<file path="config.mk">
export PLATFORM = sky130hd
export DESIGN_NAME = redundant_command_filter_flat
export DESIGN_NICKNAME = d
export VERILOG_FILES = /design/src/sv/rcf_pkg.sv /design/src/sv/rcf_if.sv /design/src/sv/rcf_front.sv /design/src/sv/rcf_queue.sv /design/src/sv/rcf_back.sv /design/src/sv/redundant_command_filter.sv /design/src/flat_wrapper.sv
export SDC_FILE = /design/constraint.sdc
export NUM_CORES = 1
export LEC_CHECK = 0
export BUFFER_PORTS_ARGS = -buffer_cell sky130_fd_sc_hd__buf_2
export CAP_MARGIN = 10
export CORE_ASPECT_RATIO = 0.5
export CORE_UTILIZATION = 36
export DETAILED_ROUTE_END_ITERATION = 12
export MAX_ROUTING_LAYER = met4
export PLACE_DENSITY_LB_ADDON = 0.2
export SLEW_MARGIN = 40
export SYNTH_ARGS = -nofsm -noshare
export SYNTH_HDL_FRONTEND = slang
export SYNTH_SLANG_ARGS = --single-unit
export TNS_END_PERCENT = 5
</file>
<file path="constraint.sdc">
create_clock -name clk -period 5.4 [get_ports clk]
set_clock_uncertainty 0.1 [all_clocks]
set_input_delay 0.54 -clock clk [delete_from_list [all_inputs] [get_ports clk]]
set_output_delay 0.54 -clock clk [all_outputs]
set_load 0.005 [all_outputs]
</file>
<file path="src/sv/rcf_pkg.sv">
// Package for the redundant command filter: opcodes, command kinds and the
// result group that travels from the parser to the output serializer.
// No dependencies.
`default_nettype none

package rcf_pkg;

  localparam logic [7:0] OP_NOTE_LO = 8'h80;
  localparam logic [7:0] OP_NOTE_HI = 8'hDF;
  localparam logic [7:0] OP_DETUNE  = 8'hF3;
  localparam logic [7:0] OP_VOLUME  = 8'hFB;
  localparam logic [7:0] OP_QUANT   = 8'hF8;
  localparam logic [7:0] OP_PAN     = 8'hFC;
  localparam logic [7:0] OP_TEMPO   = 8'hFF;
  localparam logic [7:0] OP_LFO_DLY = 8'hE9;
  localparam logic [7:0] OP_F2      = 8'hF2;
  localparam logic [7:0] OP_F4      = 8'hF4;
  localparam logic [7:0] OP_F5      = 8'hF5;
  localparam logic [7:0] OP_F6      = 8'hF6;
  localparam logic [7:0] OP_FE      = 8'hFE;
  localparam logic [7:0] OP_E7      = 8'hE7;
  localparam logic [7:0] OP_FD      = 8'hFD;
  localparam logic [7:0] OP_F0      = 8'hF0;
  localparam logic [7:0] OP_EF      = 8'hEF;
  localparam logic [7:0] OP_ED      = 8'hED;
  localparam logic [7:0] OP_F1      = 8'hF1;
  localparam logic [7:0] OP_EA      = 8'hEA;
  localparam logic [7:0] OP_EB      = 8'hEB;
  localparam logic [7:0] OP_EC      = 8'hEC;
  localparam logic [7:0] LEN_SHORT0 = 8'h80;
  localparam logic [7:0] LEN_SHORT1 = 8'h81;

  localparam int NUM_BYTE_KINDS = 5;
  localparam int MASK_W         = 6;

  typedef enum logic [2:0] {
    KIND_NONE    = 3'd0,
    KIND_DETUNE  = 3'd1,
    KIND_VOLUME  = 3'd2,
    KIND_QUANT   = 3'd3,
    KIND_PAN     = 3'd4,
    KIND_TEMPO   = 3'd5,
    KIND_LFO_DLY = 3'd6
  } rcf_kind_t;

  typedef enum logic [1:0] {
    LEN_NONE = 2'd0,
    LEN_F1   = 2'd1,
    LEN_EXT  = 2'd2
  } rcf_len_t;

  typedef struct packed {
    logic [1:0]      cnt;
    logic [2:0][7:0] bytes;
  } rcf_group_t;

  typedef struct packed {
    logic       push;
    rcf_group_t grp;
  } rcf_push_t;

  typedef struct packed {
    logic       empty;
    logic       full;
    rcf_group_t head;
  } rcf_qstat_t;

  function automatic rcf_kind_t dedup_kind(input logic [7:0] op,
                                           input logic [MASK_W-1:0] mask);
    rcf_kind_t k;
    k = KIND_NONE;
    unique case (op)
      OP_DETUNE:  k = mask[0] ? KIND_DETUNE  : KIND_NONE;
      OP_VOLUME:  k = mask[1] ? KIND_VOLUME  : KIND_NONE;
      OP_QUANT:   k = mask[2] ? KIND_QUANT   : KIND_NONE;
      OP_PAN:     k = mask[3] ? KIND_PAN     : KIND_NONE;
      OP_TEMPO:   k = mask[4] ? KIND_TEMPO   : KIND_NONE;
      OP_LFO_DLY: k = mask[5] ? KIND_LFO_DLY : KIND_NONE;
      default:    k = KIND_NONE;
    endcase
    return k;
  endfunction

  function automatic logic [7:0] kind_opcode(input rcf_kind_t k);
    logic [7:0] op;
    op = OP_VOLUME;
    unique case (k)
      KIND_DETUNE:  op = OP_DETUNE;
      KIND_VOLUME:  op = OP_VOLUME;
      KIND_QUANT:   op = OP_QUANT;
      KIND_PAN:     op = OP_PAN;
      KIND_TEMPO:   op = OP_TEMPO;
      KIND_LFO_DLY: op = OP_LFO_DLY;
      default:      op = OP_VOLUME;
    endcase
    return op;
  endfunction

  function automatic logic [2:0] kind_slot(input rcf_kind_t k);
    logic [2:0] s;
    s = 3'd0;
    unique case (k)
      KIND_VOLUME:  s = 3'd0;
      KIND_QUANT:   s = 3'd1;
      KIND_PAN:     s = 3'd2;
      KIND_TEMPO:   s = 3'd3;
      KIND_LFO_DLY: s = 3'd4;
      default:      s = 3'd0;
    endcase
    return s;
  endfunction

endpackage

`default_nettype wire

</file>
<file path="src/sv/rcf_if.sv">
// Channel interfaces of the redundant command filter: input bytes, filtered
// output bytes and the mask write channel. Depends on nothing.
`default_nettype none

interface rcf_in_if;
  logic       valid;
  logic       ready;
  logic [7:0] data_byte;
  logic       end_of_stream;
  modport source (output valid, output data_byte, output end_of_stream, input ready);
  modport sink   (input valid, input data_byte, input end_of_stream, output ready);
endinterface

interface rcf_out_if;
  logic       valid;
  logic       ready;
  logic [7:0] out_byte;
  logic       run_last;
  modport source (output valid, output out_byte, output run_last, input ready);
  modport sink   (input valid, input out_byte, input run_last, output ready);
endinterface

interface rcf_cfg_if;
  logic       valid;
  logic       ready;
  logic [5:0] dedup_mask;
  modport source (output valid, output dedup_mask, input ready);
  modport sink   (input valid, input dedup_mask, output ready);
endinterface

`default_nettype wire

</file>
<file path="src/sv/rcf_front.sv">
// Parser of the redundant command filter: frames commands, holds dedup-able
// ones and turns each input byte into a group of zero to three result bytes.
// Depends on rcf_pkg and rcf_if.
`default_nettype none

module rcf_front
  import rcf_pkg::*;
(
  input  wire logic  clk,
  input  wire logic  rst_n,
  rcf_in_if.sink     in_chan,
  rcf_cfg_if.sink    cfg_chan,
  input  rcf_qstat_t qstat,
  output rcf_push_t  push
);

  logic [MASK_W-1:0] mask_r;
  logic [2:0]        args_r, args_nxt;
  rcf_kind_t         kind_r, kind_nxt, dk;
  logic [7:0]        high_r, high_nxt;
  rcf_len_t          lp_r, lp_nxt;
  logic [15:0]       det_r, det_nxt;
  logic              det_vld_r, det_vld_nxt;
  logic [7:0]        lv_r [NUM_BYTE_KINDS];
  logic [7:0]        lv_nxt;
  logic [NUM_BYTE_KINDS-1:0] lv_vld_r, lv_vld_nxt;
  logic              lv_we;
  logic [2:0]        slot;
  logic              fire;
  logic [7:0]        b;
  logic              eos;
  rcf_group_t        grp;

  assign cfg_chan.ready = 1'b1;
  assign in_chan.ready  = !qstat.full;
  assign fire = in_chan.valid && in_chan.ready;
  assign b    = in_chan.data_byte;
  assign eos  = in_chan.end_of_stream;
  assign slot = kind_slot(kind_r);

  always_comb begin
    args_nxt    = args_r;
    kind_nxt    = kind_r;
    high_nxt    = high_r;
    lp_nxt      = lp_r;
    det_nxt     = det_r;
    det_vld_nxt = det_vld_r;
    lv_vld_nxt  = lv_vld_r;
    lv_nxt      = b;
    lv_we       = 1'b0;
    grp.cnt     = 2'd0;
    grp.bytes   = '{default: 8'h00};
    dk          = dedup_kind(b, mask_r);
    if (kind_r == KIND_DETUNE) begin
      if (args_r >= 3'd2) begin
        high_nxt = b;
        args_nxt = 3'd1;
        if (eos) begin
          grp.cnt      = 2'd2;
          grp.bytes[0] = OP_DETUNE;
          grp.bytes[1] = b;
        end
      end else begin
        if (!(det_vld_r && det_r == {high_r, b})) begin
          det_nxt      = {high_r, b};
          det_vld_nxt  = 1'b1;
          grp.cnt      = 2'd3;
          grp.bytes[0] = OP_DETUNE;
          grp.bytes[1] = high_r;
          grp.bytes[2] = b;
        end
        args_nxt = 3'd0;
        kind_nxt = KIND_NONE;
      end
    end else if (kind_r != KIND_NONE) begin
      if (!(lv_vld_r[slot] && lv_r[slot] == b)) begin
        lv_we            = 1'b1;
        lv_vld_nxt[slot] = 1'b1;
        grp.cnt          = 2'd2;
        grp.bytes[0]     = kind_opcode(kind_r);
        grp.bytes[1]     = b;
      end
      kind_nxt = KIND_NONE;
      args_nxt = 3'd0;
    end else if (lp_r != LEN_NONE) begin
      if (lp_r == LEN_F1) begin
        args_nxt = (b == 8'h00) ? 3'd0 : 3'd1;
      end else begin
        args_nxt = (b == LEN_SHORT0 || b == LEN_SHORT1) ? 3'd0 : 3'd4;
      end
      lp_nxt       = LEN_NONE;
      grp.cnt      = 2'd1;
      grp.bytes[0] = b;
    end else if (args_r != 3'd0) begin
      args_nxt     = args_r - 3'd1;
      grp.cnt      = 2'd1;
      grp.bytes[0] = b;
    end else if (eos) begin
      grp.cnt      = 2'd1;
      grp.bytes[0] = b;
    end else if (dk != KIND_NONE) begin
      kind_nxt = dk;
      args_nxt = (dk == KIND_DETUNE) ? 3'd2 : 3'd1;
    end else begin
      grp.cnt      = 2'd1;
      grp.bytes[0] = b;
      unique case (b) inside
        [OP_NOTE_LO:OP_NOTE_HI]:                        args_nxt = 3'd1;
        OP_DETUNE, OP_F2, OP_FE, OP_F6, OP_F5, OP_F4, OP_E7: args_nxt = 3'd2;
        OP_TEMPO, OP_FD, OP_PAN, OP_VOLUME, OP_QUANT, OP_F0, OP_EF, OP_ED,
        OP_LFO_DLY:                                     args_nxt = 3'd1;
        OP_F1:                                          lp_nxt   = LEN_F1;
        OP_EA, OP_EB, OP_EC:                            lp_nxt   = LEN_EXT;
        default:                                        args_nxt = 3'd0;
      endcase
    end
    if (eos) begin
      args_nxt    = 3'd0;
      kind_nxt    = KIND_NONE;
      high_nxt    = 8'h00;
      lp_nxt      = LEN_NONE;
      det_vld_nxt = 1'b0;
      lv_vld_nxt  = '0;
    end
  end

  assign push.push = fire && (grp.cnt != 2'd0);
  assign push.grp  = grp;

  always_ff @(posedge clk) begin
    if (!rst_n) begin
      mask_r    <= '0;
      args_r    <= '0;
      kind_r    <= KIND_NONE;
      high_r    <= '0;
      lp_r      <= LEN_NONE;
      det_vld_r <= 1'b0;
      lv_vld_r  <= '0;
    end else begin
      if (cfg_chan.valid && cfg_chan.ready) begin
        mask_r <= cfg_chan.dedup_mask;
      end
      if (fire) begin
        args_r    <= args_nxt;
        kind_r    <= kind_nxt;
        high_r    <= high_nxt;
        lp_r      <= lp_nxt;
        det_vld_r <= det_vld_nxt;
        lv_vld_r  <= lv_vld_nxt;
      end
    end
  end

  always_ff @(posedge clk) begin
    if (fire) begin
      det_r <= det_nxt;
      if (lv_we) begin
        lv_r[slot] <= lv_nxt;
      end
    end
  end

  a_args_bounded: assert property (@(posedge clk) disable iff (!rst_n)
    args_r <= 3'd4)
    else $error("argument count out of range");
  a_held_excl: assert property (@(posedge clk) disable iff (!rst_n)
    (kind_r != KIND_NONE) |-> (lp_r == LEN_NONE && args_r != 3'd0))
    else $error("held command with pending length or no argument left");
  a_eos_clears: assert property (@(posedge clk) disable iff (!rst_n)
    (fire && eos) |=> (kind_r == KIND_NONE && args_r == 3'd0 && lp_r == LEN_NONE
                       && !det_vld_r && lv_vld_r == '0))
    else $error("stream state not cleared after end of stream");

endmodule

`default_nettype wire

</file>
<file path="src/sv/rcf_queue.sv">
// Group queue of the redundant command filter between parser and output
// serializer. Depends on rcf_pkg.
`default_nettype none

module rcf_queue
  import rcf_pkg::*;
#(
  parameter int DEPTH = 4
) (
  input  wire logic  clk,
  input  wire logic  rst_n,
  input  rcf_push_t  push,
  input  wire logic  pop,
  output rcf_qstat_t qstat
);

  localparam int PTR_W = (DEPTH > 1) ? $clog2(DEPTH) : 1;
  localparam int CNT_W = $clog2(DEPTH + 1);
  localparam logic [PTR_W-1:0] LAST_PTR = PTR_W'(DEPTH - 1);

  rcf_group_t       mem [DEPTH];
  logic [PTR_W-1:0] wr_r, rd_r;
  logic [CNT_W-1:0] cnt_r, cnt_nxt;
  logic             do_push;
  logic             do_pop;

  assign do_push = push.push;
  assign do_pop  = pop;

  assign qstat.empty = (cnt_r == '0);
  assign qstat.full  = (cnt_r == CNT_W'(DEPTH));
  assign qstat.head  = mem[rd_r];

  always_comb begin
    cnt_nxt = cnt_r;
    if (do_push && !do_pop) begin
      cnt_nxt = cnt_r + CNT_W'(1);
    end else if (do_pop && !do_push) begin
      cnt_nxt = cnt_r - CNT_W'(1);
    end
  end

  always_ff @(posedge clk) begin
    if (!rst_n) begin
      wr_r  <= '0;
      rd_r  <= '0;
      cnt_r <= '0;
    end else begin
      cnt_r <= cnt_nxt;
      if (do_push) begin
        wr_r <= (wr_r == LAST_PTR) ? '0 : wr_r + PTR_W'(1);
      end
      if (do_pop) begin
        rd_r <= (rd_r == LAST_PTR) ? '0 : rd_r + PTR_W'(1);
      end
    end
  end

  always_ff @(posedge clk) begin
    if (do_push) begin
      mem[wr_r] <= push.grp;
    end
  end

  a_no_overflow: assert property (@(posedge clk) disable iff (!rst_n)
    do_push |-> !qstat.full)
    else $error("group pushed into full queue");
  a_no_underflow: assert property (@(posedge clk) disable iff (!rst_n)
    do_pop |-> !qstat.empty)
    else $error("group popped from empty queue");
  a_push_nonempty: assert property (@(posedge clk) disable iff (!rst_n)
    do_push |-> push.grp.cnt != 2'd0)
    else $error("empty group pushed");

endmodule

`default_nettype wire

</file>
<file path="src/sv/rcf_back.sv">
// Output serializer of the redundant command filter: takes one group from
// the queue and sends its bytes one per transaction. Depends on rcf_pkg, rcf_if.
`default_nettype none

module rcf_back
  import rcf_pkg::*;
(
  input  wire logic  clk,
  input  wire logic  rst_n,
  input  rcf_qstat_t qstat,
  output logic       pop,
  rcf_out_if.source  out_chan
);

  rcf_group_t grp_r;
  logic       vld_r;
  logic [1:0] pos_r;
  logic       take;
  logic       last;
  logic       done;

  assign last = (pos_r == grp_r.cnt - 2'd1);
  assign take = out_chan.valid && out_chan.ready;
  assign done = take && last;
  assign pop  = (!vld_r || done) && !qstat.empty;

  assign out_chan.valid    = vld_r;
  assign out_chan.out_byte = grp_r.bytes[pos_r];
  assign out_chan.run_last = last;

  always_ff @(posedge clk) begin
    if (!rst_n) begin
      vld_r <= 1'b0;
      pos_r <= '0;
    end else if (pop) begin
      vld_r <= 1'b1;
      pos_r <= '0;
    end else if (done) begin
      vld_r <= 1'b0;
    end else if (take) begin
      pos_r <= pos_r + 2'd1;
    end
  end

  always_ff @(posedge clk) begin
    if (pop) begin
      grp_r <= qstat.head;
    end
  end

  a_grp_nonempty: assert property (@(posedge clk) disable iff (!rst_n)
    vld_r |-> (grp_r.cnt != 2'd0 && pos_r < grp_r.cnt))
    else $error("serializer position outside its group");
  a_pos_advance: assert property (@(posedge clk) disable iff (!rst_n)
    (take && !last) |=> (vld_r && pos_r == $past(pos_r) + 2'd1))
    else $error("serializer did not advance after a transaction");
  a_out_hold: assert property (@(posedge clk) disable iff (!rst_n)
    (out_chan.valid && !out_chan.ready) |=> (out_chan.valid && $stable(out_chan.out_byte)
                                             && $stable(out_chan.run_last)))
    else $error("output transaction changed while stalled");

endmodule

`default_nettype wire

</file>
<file path="src/sv/redundant_command_filter.sv">
// Redundant command filter. Accepts one stream byte per cycle while the
// group queue (QUEUE_DEPTH groups) has room. Each byte yields zero to three
// output bytes; the output side sends one byte per cycle while out_chan is
// ready, so sustained input rate equals one byte per cycle when each byte
// yields at most one result and out_chan is not stalled. The first output
// passes through the queue write and then the serializer load. dedup_mask
// is written over cfg_chan, which is always ready; the mask is sampled at
// each opcode byte. Depends on rcf_pkg, rcf_if and the rcf_ submodules.
`default_nettype none

module redundant_command_filter
  import rcf_pkg::*;
#(
  parameter int QUEUE_DEPTH = 4
) (
  input  wire logic clk,
  input  wire logic rst_n,
  rcf_in_if.sink    in_chan,
  rcf_out_if.source out_chan,
  rcf_cfg_if.sink   cfg_chan
);

  rcf_push_t  push;
  rcf_qstat_t qstat;
  logic       pop;

  rcf_front u_front (
    .clk      (clk),
    .rst_n    (rst_n),
    .in_chan  (in_chan),
    .cfg_chan (cfg_chan),
    .qstat    (qstat),
    .push     (push)
  );

  rcf_queue #(
    .DEPTH (QUEUE_DEPTH)
  ) u_queue (
    .clk   (clk),
    .rst_n (rst_n),
    .push  (push),
    .pop   (pop),
    .qstat (qstat)
  );

  rcf_back u_back (
    .clk      (clk),
    .rst_n    (rst_n),
    .qstat    (qstat),
    .pop      (pop),
    .out_chan (out_chan)
  );

endmodule

`default_nettype wire
</file>
<file path="src/flat_wrapper.sv">
// flat-port wrapper written by rule: the top's interface ports become plain ports
module redundant_command_filter_flat import rcf_pkg::*;
#(
  parameter int QUEUE_DEPTH = 4
)
  (clk, rst_n, in_chan_valid, in_chan_data_byte, in_chan_end_of_stream, in_chan_ready, out_chan_valid, out_chan_out_byte, out_chan_run_last, out_chan_ready, cfg_chan_valid, cfg_chan_dedup_mask, cfg_chan_ready);
  rcf_in_if in_chan_i ();
  rcf_out_if out_chan_i ();
  rcf_cfg_if cfg_chan_i ();
  input  wire logic clk;
  input  wire logic rst_n;
  input wire logic [$bits(in_chan_i.valid)-1:0] in_chan_valid;
  input wire logic [$bits(in_chan_i.data_byte)-1:0] in_chan_data_byte;
  input wire logic [$bits(in_chan_i.end_of_stream)-1:0] in_chan_end_of_stream;
  output wire logic [$bits(in_chan_i.ready)-1:0] in_chan_ready;
  output wire logic [$bits(out_chan_i.valid)-1:0] out_chan_valid;
  output wire logic [$bits(out_chan_i.out_byte)-1:0] out_chan_out_byte;
  output wire logic [$bits(out_chan_i.run_last)-1:0] out_chan_run_last;
  input wire logic [$bits(out_chan_i.ready)-1:0] out_chan_ready;
  input wire logic [$bits(cfg_chan_i.valid)-1:0] cfg_chan_valid;
  input wire logic [$bits(cfg_chan_i.dedup_mask)-1:0] cfg_chan_dedup_mask;
  output wire logic [$bits(cfg_chan_i.ready)-1:0] cfg_chan_ready;
  assign in_chan_i.valid = in_chan_valid;
  assign in_chan_i.data_byte = in_chan_data_byte;
  assign in_chan_i.end_of_stream = in_chan_end_of_stream;
  assign in_chan_ready = in_chan_i.ready;
  assign out_chan_valid = out_chan_i.valid;
  assign out_chan_out_byte = out_chan_i.out_byte;
  assign out_chan_run_last = out_chan_i.run_last;
  assign out_chan_i.ready = out_chan_ready;
  assign cfg_chan_i.valid = cfg_chan_valid;
  assign cfg_chan_i.dedup_mask = cfg_chan_dedup_mask;
  assign cfg_chan_ready = cfg_chan_i.ready;
  redundant_command_filter #(.QUEUE_DEPTH(QUEUE_DEPTH)) u_core (.clk(clk), .rst_n(rst_n), .in_chan(in_chan_i), .out_chan(out_chan_i), .cfg_chan(cfg_chan_i));
endmodule
</file>
### Yosys cells after proc, flatten, opt, wreduce, memory -nomap -nowiden

Memory sizes are Yosys's and may differ from the RTL's. A register that Yosys moved wholly into a read port is not among the register bits.
Cells that the tools add are included.

* output and inout port bits: 12
* bits in writable memories: 144
* register bits: 54
* bits of input ports: 20
* memories: 2

Memories
* u_core.u_queue.mem: words 4, width 26, read ports 1, clocked after memory_dff 1, wr ports 1, line rcf_queue.sv:21 `rcf_group_t mem [DEPTH];`
* u_core.u_front.lv_r: words 5, width 8, read ports 1, clocked after memory_dff 0, wr ports 1, line rcf_front.sv:24 `logic [7:0] lv_r [NUM_BYTE_KINDS];`

* order comparisons: 6
* equality and inequality tests: 46
* bitwise operators: 5
* reduce and logical (&&, ||, !) cells: 45
* add/subtract/negate cells: 7
* multiplexer cells: 88

Operators by type and width (count)
* 8-bit == test, second input constant: 22
* 8-bit 2-to-1 mux: 12
* 16-bit 2-to-1 mux: 4
* 3-bit 2-to-1 mux: 20
* 2-bit 2-to-1 mux: 16
* 26-bit 2-to-1 mux: 1
* 1-bit 2-to-1 mux: 23
* 5-bit 2-to-1 mux: 4
* 5-bit case mux with 4 select lines: 1
* 3-bit case mux with 6 select lines: 1
* 8-bit binary-select mux with 2-bit select: 1
* 16-bit == test: 1
* 2-bit nonzero test: 7
* 3-bit == test, second input constant: 4
* 3-bit case mux with 4 select lines: 1
* 4-bit AND reduction: 3
* 1-bit logical AND: 11
* 2-bit != test, second input constant: 5
* 10-bit OR reduction: 1
* 3-bit != test, second input constant: 3
* 3-bit case mux with 3 select lines: 1
* 3-bit nonzero test: 3
* 8-bit == test: 1
* 8-bit >= comparator, second input constant: 1
* other kinds (34): 50

### Logic depth before layout (Yosys ltp)

* depth in word-level cells: 15
* depth in mapped cells: 16

### By module

From an unflattened synthesis, not the netlist that was laid out.

* cell total of the unflattened synthesis: 717
* area, all modules: 10149.7 um^2

Modules (own cells, without submodules)
* rcf_front: cells each 459, area an instance 4704.5 um^2, sequential area each 2242.2 um^2, times used 1
* rcf_queue: cells each 180, area an instance 4255.3 um^2, sequential area each 3303.2 um^2, times used 1
* rcf_back: cells each 78, area an instance 1189.9 um^2, sequential area each 840.8 um^2, times used 1

### Worst setup path after synthesis

No wires, ideal clock.

* path type: register to register
* start point: reg, netlist name u_core.u_back.grp_r[25]
* end point: reg u_core.u_queue.cnt_r[2]
* cell stages (with the launch flop): 13
* path buffers: 0
* required time: 5.224 ns
* path slack: 1.745 ns
* data arrival time: 3.480 ns
* cell sequence: edfxtp_1 > xnor2_1 > nand2_1 > o21ai_0 > a21boi_0 > nor2_1 > inv_1 > ha_1 > inv_1 > fa_1 > xor2_1 > or3_1 > a21boi_0

* word-level cells in the longest chain between the ends: 8

RTL lines
* 2-bit by 1-bit subtractor with 2-bit output (*): line rcf_back.sv:22 `assign last = (pos_r == grp_r.cnt - 2'd1);`
* 2-bit == test (*): line rcf_back.sv:22
* via out_chan_run_last: line flat_wrapper.sv:18 `output wire logic [$bits(out_chan_i.run_last)-1:0] out_chan_run_last;`
* 1-bit logical AND (*): line rcf_back.sv:24 `assign done = take && last;`
* 1-bit logical OR (*): line rcf_back.sv:25 `assign pop = (!vld_r || done) && !qstat.empty;`
* 1-bit logical AND (*): line rcf_back.sv:25
* via u_core.pop: line redundant_command_filter.sv:25 `logic pop;`
* 1-bit zero test: line rcf_queue.sv:36 `if (do_push && !do_pop) begin`
* 1-bit logical AND: line rcf_queue.sv:36
* 3-bit 2-to-1 mux or 2-bit nonzero test (tied branches)
* to (signal assigned): line rcf_queue.sv:49 `cnt_r <= cnt_nxt;`
* to (decl): line rcf_queue.sv:23 `logic [CNT_W-1:0] cnt_r, cnt_nxt;`

The timed path passes the listed nets; every way through them passes the cells marked *.
A chain may end at the register's enable or synchronous reset.

### Worst setup path in the final report

* start point: reg u_core.u_front.kind_r[1]
* end point: reg u_core.u_queue.cnt_r[2]

* word-level cells in the longest chain between the ends: 13

RTL lines
* from (decl): line rcf_front.sv:19 `rcf_kind_t kind_r, kind_nxt, dk;`
* from (signal assigned): line rcf_front.sv:145 `kind_r <= kind_nxt;`
* 3-bit == test or 3-bit by 2-bit == test with 1-bit output (tied branches): line rcf_pkg.sv:102 `unique case (k)`
* 3-bit case mux with 4 select lines: line rcf_pkg.sv:102
* memory 5 x 8 bit or 1-bit binary-select mux with 3-bit select (tied branches)
* 8-bit == test or 1-bit 2-to-1 mux (tied branches): line rcf_front.sv:76 `if (!(lv_vld_r[slot] && lv_r[slot] == b)) begin`
* 1-bit logical AND: line rcf_front.sv:76
* 2-bit 2-to-1 mux: line rcf_front.sv:76
* 2-bit 2-to-1 mux: line rcf_front.sv:75 `end else if (kind_r != KIND_NONE) begin`
* 2-bit 2-to-1 mux (*): line rcf_front.sv:54 `if (kind_r == KIND_DETUNE) begin`
* 2-bit nonzero test (*): line rcf_front.sv:127 `assign push.push = fire && (grp.cnt != 2'd0);`
* 1-bit logical AND (*): line rcf_front.sv:127
* 1-bit zero test: line rcf_queue.sv:38 `end else if (do_pop && !do_push) begin`
* 1-bit logical AND: line rcf_queue.sv:38
* 2-bit nonzero test (no source line)

Every way passes the cells marked *; elsewhere a longest branch is shown, timed or not. The select of a mux whose other input is x is not followed.

==> out/results.ini <==
[status]
run_status = finished, final reports clean

[layout]
layout.core_utilization_pct = 42.21
layout_common_cells = sky130_fd_sc_hd__edfxtp_1, sky130_fd_sc_hd__nand2_1, sky130_fd_sc_hd__mux2i_1
drive_gt1_share_pct = 17.04
ff_latch_area_um2 = 6354
fillerInstances = 2371
finish.instance_area_um2 = 10890
layout_commonest_cell = sky130_fd_sc_hd__edfxtp_1
antennaDiodeCount = 0
nets = 724
multi_input_area_um2 = 3142
syn_to_final_growth_pct = 12.56

[job]
cap_violations = 0

[floorplan]
rows = 41
die_w_um = 233.8
pin_count = 32
placeableCoreArea_um2 = 25800
die_h_um = 117.9
die_area_um2 = 27580
start_util_pct = 37.50

[critical_path]
worst_path_dominant_cell_family = flip-flops
reg2regPathDepth = 14
critical_path_fanouts_max = 22
cp_data_arrival_time_ps = 4520
worst-setup-path-type = reg2reg
critical_path_buf_inv_count = 2
crit_chain = buf_4 > mux2i_1 > xor2_1 > a22oi_1 > a311oi_1 > and4_4 > nor2_2 > o31a_1 > ha_1 > inv_1 > fa_1 > xor2_1 > or3_1 > a21boi_0
cp_slowest_stage_delay_ps = 850
crit_path_frequent_cell = sky130_fd_sc_hd__xor2_1
crit_slowest_cell = sky130_fd_sc_hd__dfxtp_1
worstSetupPathDepth = 14
cp_data_required_time_ps = 5740
reg2reg_slack_ps = 1220
endpoint_kind = register
startpoint_type = register

[route]
drcViolationCount = 0
initialDrtViolationCount = 377
wl_per_cell_um = 19.83
routed_via_density = 5.286
ant_nets = 0
routed_wl_um = 20900
route.vias.total = 5571
dr.pass1.iters = 7

[power]
clock_power_share_pct = 32.7
power_frac_seq_pct = 51.9
irDropWorstVdd_uv = 160.1
intPower_w = 0.003288
power.density_nw_per_um2 = 406.2
p_sw_share_pct = 25.67
power.static_leakage_nw = 3.618
pwr-share-comb_pct = 15.4
total_switching_power_w = 0.001136

[sta]
report.final.hold_viol_count = 0
max_freq_mhz = 239.4
layout_min_cycle_time_ps = 4177
slew_headroom_pct = 46.03
setup_viol_count_final = 0
post-route-worst-setup-slack_ps = 1223
summed_negative_setup_slack_over_all_endpoints_ps = 0
grt_setup_unrepaired = no
report.final.slew_viol_count = 0
post-route-period-util_pct = 77.35
worst-slew-pin-transition_ps = 802.7

[synth]
postSynthRegisterBits = 224
ys_flop_type = sky130_fd_sc_hd__edfxtp_1
syn_area_per_cell_um2 = 14.53
synthTopCellsByArea = sky130_fd_sc_hd__edfxtp_1, sky130_fd_sc_hd__dfxtp_1, sky130_fd_sc_hd__mux4_2, sky130_fd_sc_hd__mux2i_1, sky130_fd_sc_hd__nor2b_1
yosysWarnings = 0
netlist-cell-type-count = 64
mappedNetlistArea_um2 = 9676
yosys.area.top_type = sky130_fd_sc_hd__edfxtp_1
synth-edff-count = 186
synth.net_count = 695
synthCells = 666
synth.yosys.seq_area_share_pct = 65.59
synth-async-reset-ratio_pct = 0
synthDominantCellAreaShare_pct = 57.73

[placement]
gpl_wtd_cong = 0.8579
placedInstanceArea_um2 = 10210
place_worst_setup_slack_ps = 1085
hpwlAfterDp_um = 12900
port-buffer-count = 30

[cts]
cts_buffer_depth = 3
clk_root_buffer_cell = sky130_fd_sc_hd__clkbuf_16
cts.repair.resized = 0
numCtsBuffers = 21
path_clk_slew_ps = 70
clk_latency_ps = 510
cts_tree = yes
htree_levels = 1
clock-sinks = 224
cts.hold.buffers_added = 0
postCtsSetupRepairBufs = 0

[grt]
grt.total_usage_pct = 16.16
first_global_vias = 5641
overflow = 0
grt_antenna_before_repair = 0
grt_pass1_wl_um = 32840
grt_start_max_net_pins = 36

[hold_path]
hold-path-cell-count = 3
hold_class = in2reg

==> cell type report <==
cell class / count / share of cell area, %
Tap cell: 344 / 3.952
Clock inverter: 9 / 0.7238
Inverter: 9 / 0.3102
Multi-Input combinational cell: 394 / 28.85
Clock buffer: 29 / 5.377
Sequential cell: 224 / 58.34
Timing Repair Buffer: 45 / 2.447
==> metal layers <==
| metal | vias up | track usage [%] | part of all wire [%] |
|---|---|---|---|
| met5 | - | - | 0 |
| met4 | 0 | 4.221 | 2.3 |
| met3 | 37 | 3.682 | 4.3 |
| met2 | 117 | 24.15 | 45 |
| met1 | 2808 | 22.17 | 49 |
| li1 | 2609 | - | - |
==> cells in the mapped netlist, types with 3 or more instances <==
library cell,instances
sky130_fd_sc_hd__xor2_1,12
sky130_fd_sc_hd__ha_1,8
sky130_fd_sc_hd__o21a_1,5
sky130_fd_sc_hd__dfxtp_1,38
sky130_fd_sc_hd__a211oi_1,3
sky130_fd_sc_hd__nor3_1,15
sky130_fd_sc_hd__xnor2_1,17
sky130_fd_sc_hd__nor2b_1,27
sky130_fd_sc_hd__nor4_1,5
sky130_fd_sc_hd__nor2_1,31
sky130_fd_sc_hd__a22oi_1,11
sky130_fd_sc_hd__a21o_1,6
sky130_fd_sc_hd__clkbuf_1,26
sky130_fd_sc_hd__a21oi_1,14
sky130_fd_sc_hd__edfxtp_1,186
sky130_fd_sc_hd__a22o_1,11
sky130_fd_sc_hd__a21boi_0,7
sky130_fd_sc_hd__mux4_2,30
sky130_fd_sc_hd__a31oi_1,5
sky130_fd_sc_hd__and2_1,18
sky130_fd_sc_hd__nand2_1,39
sky130_fd_sc_hd__nand3_1,7
sky130_fd_sc_hd__nand4_1,4
sky130_fd_sc_hd__buf_1,5
sky130_fd_sc_hd__nand2b_1,6
sky130_fd_sc_hd__o21ai_0,26
sky130_fd_sc_hd__mux2i_1,36
sky130_fd_sc_hd__and3_1,8
sky130_fd_sc_hd__nand3b_1,4
sky130_fd_sc_hd__buf_2,5
sky130_fd_sc_hd__inv_1,9
==> sequential cells by signal, indices dropped and copies added (netlist names), 3 cells and up <==
| signal | cells |
|---|---|
| u_core.u_front.lv_r | 40 |
| u_core.u_front.mask_r | 6 |
| u_core.u_queue.cnt_r | 3 |
| u_core.u_front.lv_vld_r | 5 |
| u_core.u_front.args_r | 3 |
| u_core.u_front.kind_r | 3 |
| u_core.u_front.det_r | 16 |
| u_core.u_back.grp_r | 26 |
| u_core.u_front.high_r | 8 |
| u_core.u_queue.mem | 104 |
==> kinds of logic after synthesis <==
kind of cell	count (synthesis)	synth area share, %
buffers and inverters	48	2.121
muxes	66	10.71
AOI/OAI and AO/OA	112	8.056
DFF	224	65.59
xor gates and xnor gates	29	2.625
other	1	0.03876
and+or+nand+nor	177	9.621
adders and majority gates	9	1.241
==> worst paths after layout <==
| kind | start | to |
|---|---|---|
| max reg2reg | u_core.u_front.kind_r[1] | u_core.u_queue.cnt_r[2] |
| min reg2reg | u_core.u_front.det_vld_r | u_core.u_front.det_vld_r |
| max | u_core.u_front.kind_r[1] | u_core.u_queue.cnt_r[2] |
| min | cfg_chan_dedup_mask[2] | u_core.u_front.mask_r[2] |
==> power groups by stage <==
stage          logic, W  clock network, W  registers [W]
5_1_grt        0.000756           0.00156        0.00233
4_1_cts        0.000703           0.00149        0.00230
3_3_place_gp   0.000693                 0        0.00233
6_report       0.000683           0.00145        0.00229
3_5_place_dp   0.000701                 0        0.00234
2_1_floorplan  0.000564                 0        0.00222
==> stage by stage <==
| step | hold WS [ps] | power (W) | cells |
|---|---|---|---|
| after global routing | 189.5 | 0.004645 | 1054 |
| after CTS | 172.5 | 0.004499 | 1053 |
| after floorplan | 332.5 | 0.002786 | 666 |
| final | 193.0 | 0.004423 | 1054 |
| after detailed placement | 358.4 | 0.003042 | 1015 |
| after global placement | 357.5 | 0.003025 | 1015 |
==> worst register-to-register path, stage by stage, from the launching register on <==
cell and delay, ps:
sky130_fd_sc_hd__dfxtp_1 850, sky130_fd_sc_hd__buf_4 340, sky130_fd_sc_hd__mux2i_1 230, sky130_fd_sc_hd__xor2_1 90, sky130_fd_sc_hd__a22oi_1 210, sky130_fd_sc_hd__a311oi_1 130, sky130_fd_sc_hd__and4_4 240, sky130_fd_sc_hd__nor2_2 200
sky130_fd_sc_hd__o31a_1 330, sky130_fd_sc_hd__ha_1 230, sky130_fd_sc_hd__inv_1 70, sky130_fd_sc_hd__fa_1 420, sky130_fd_sc_hd__xor2_1 180, sky130_fd_sc_hd__or3_1 310, sky130_fd_sc_hd__a21boi_0 160
Power figures use the tool's default switching activity.
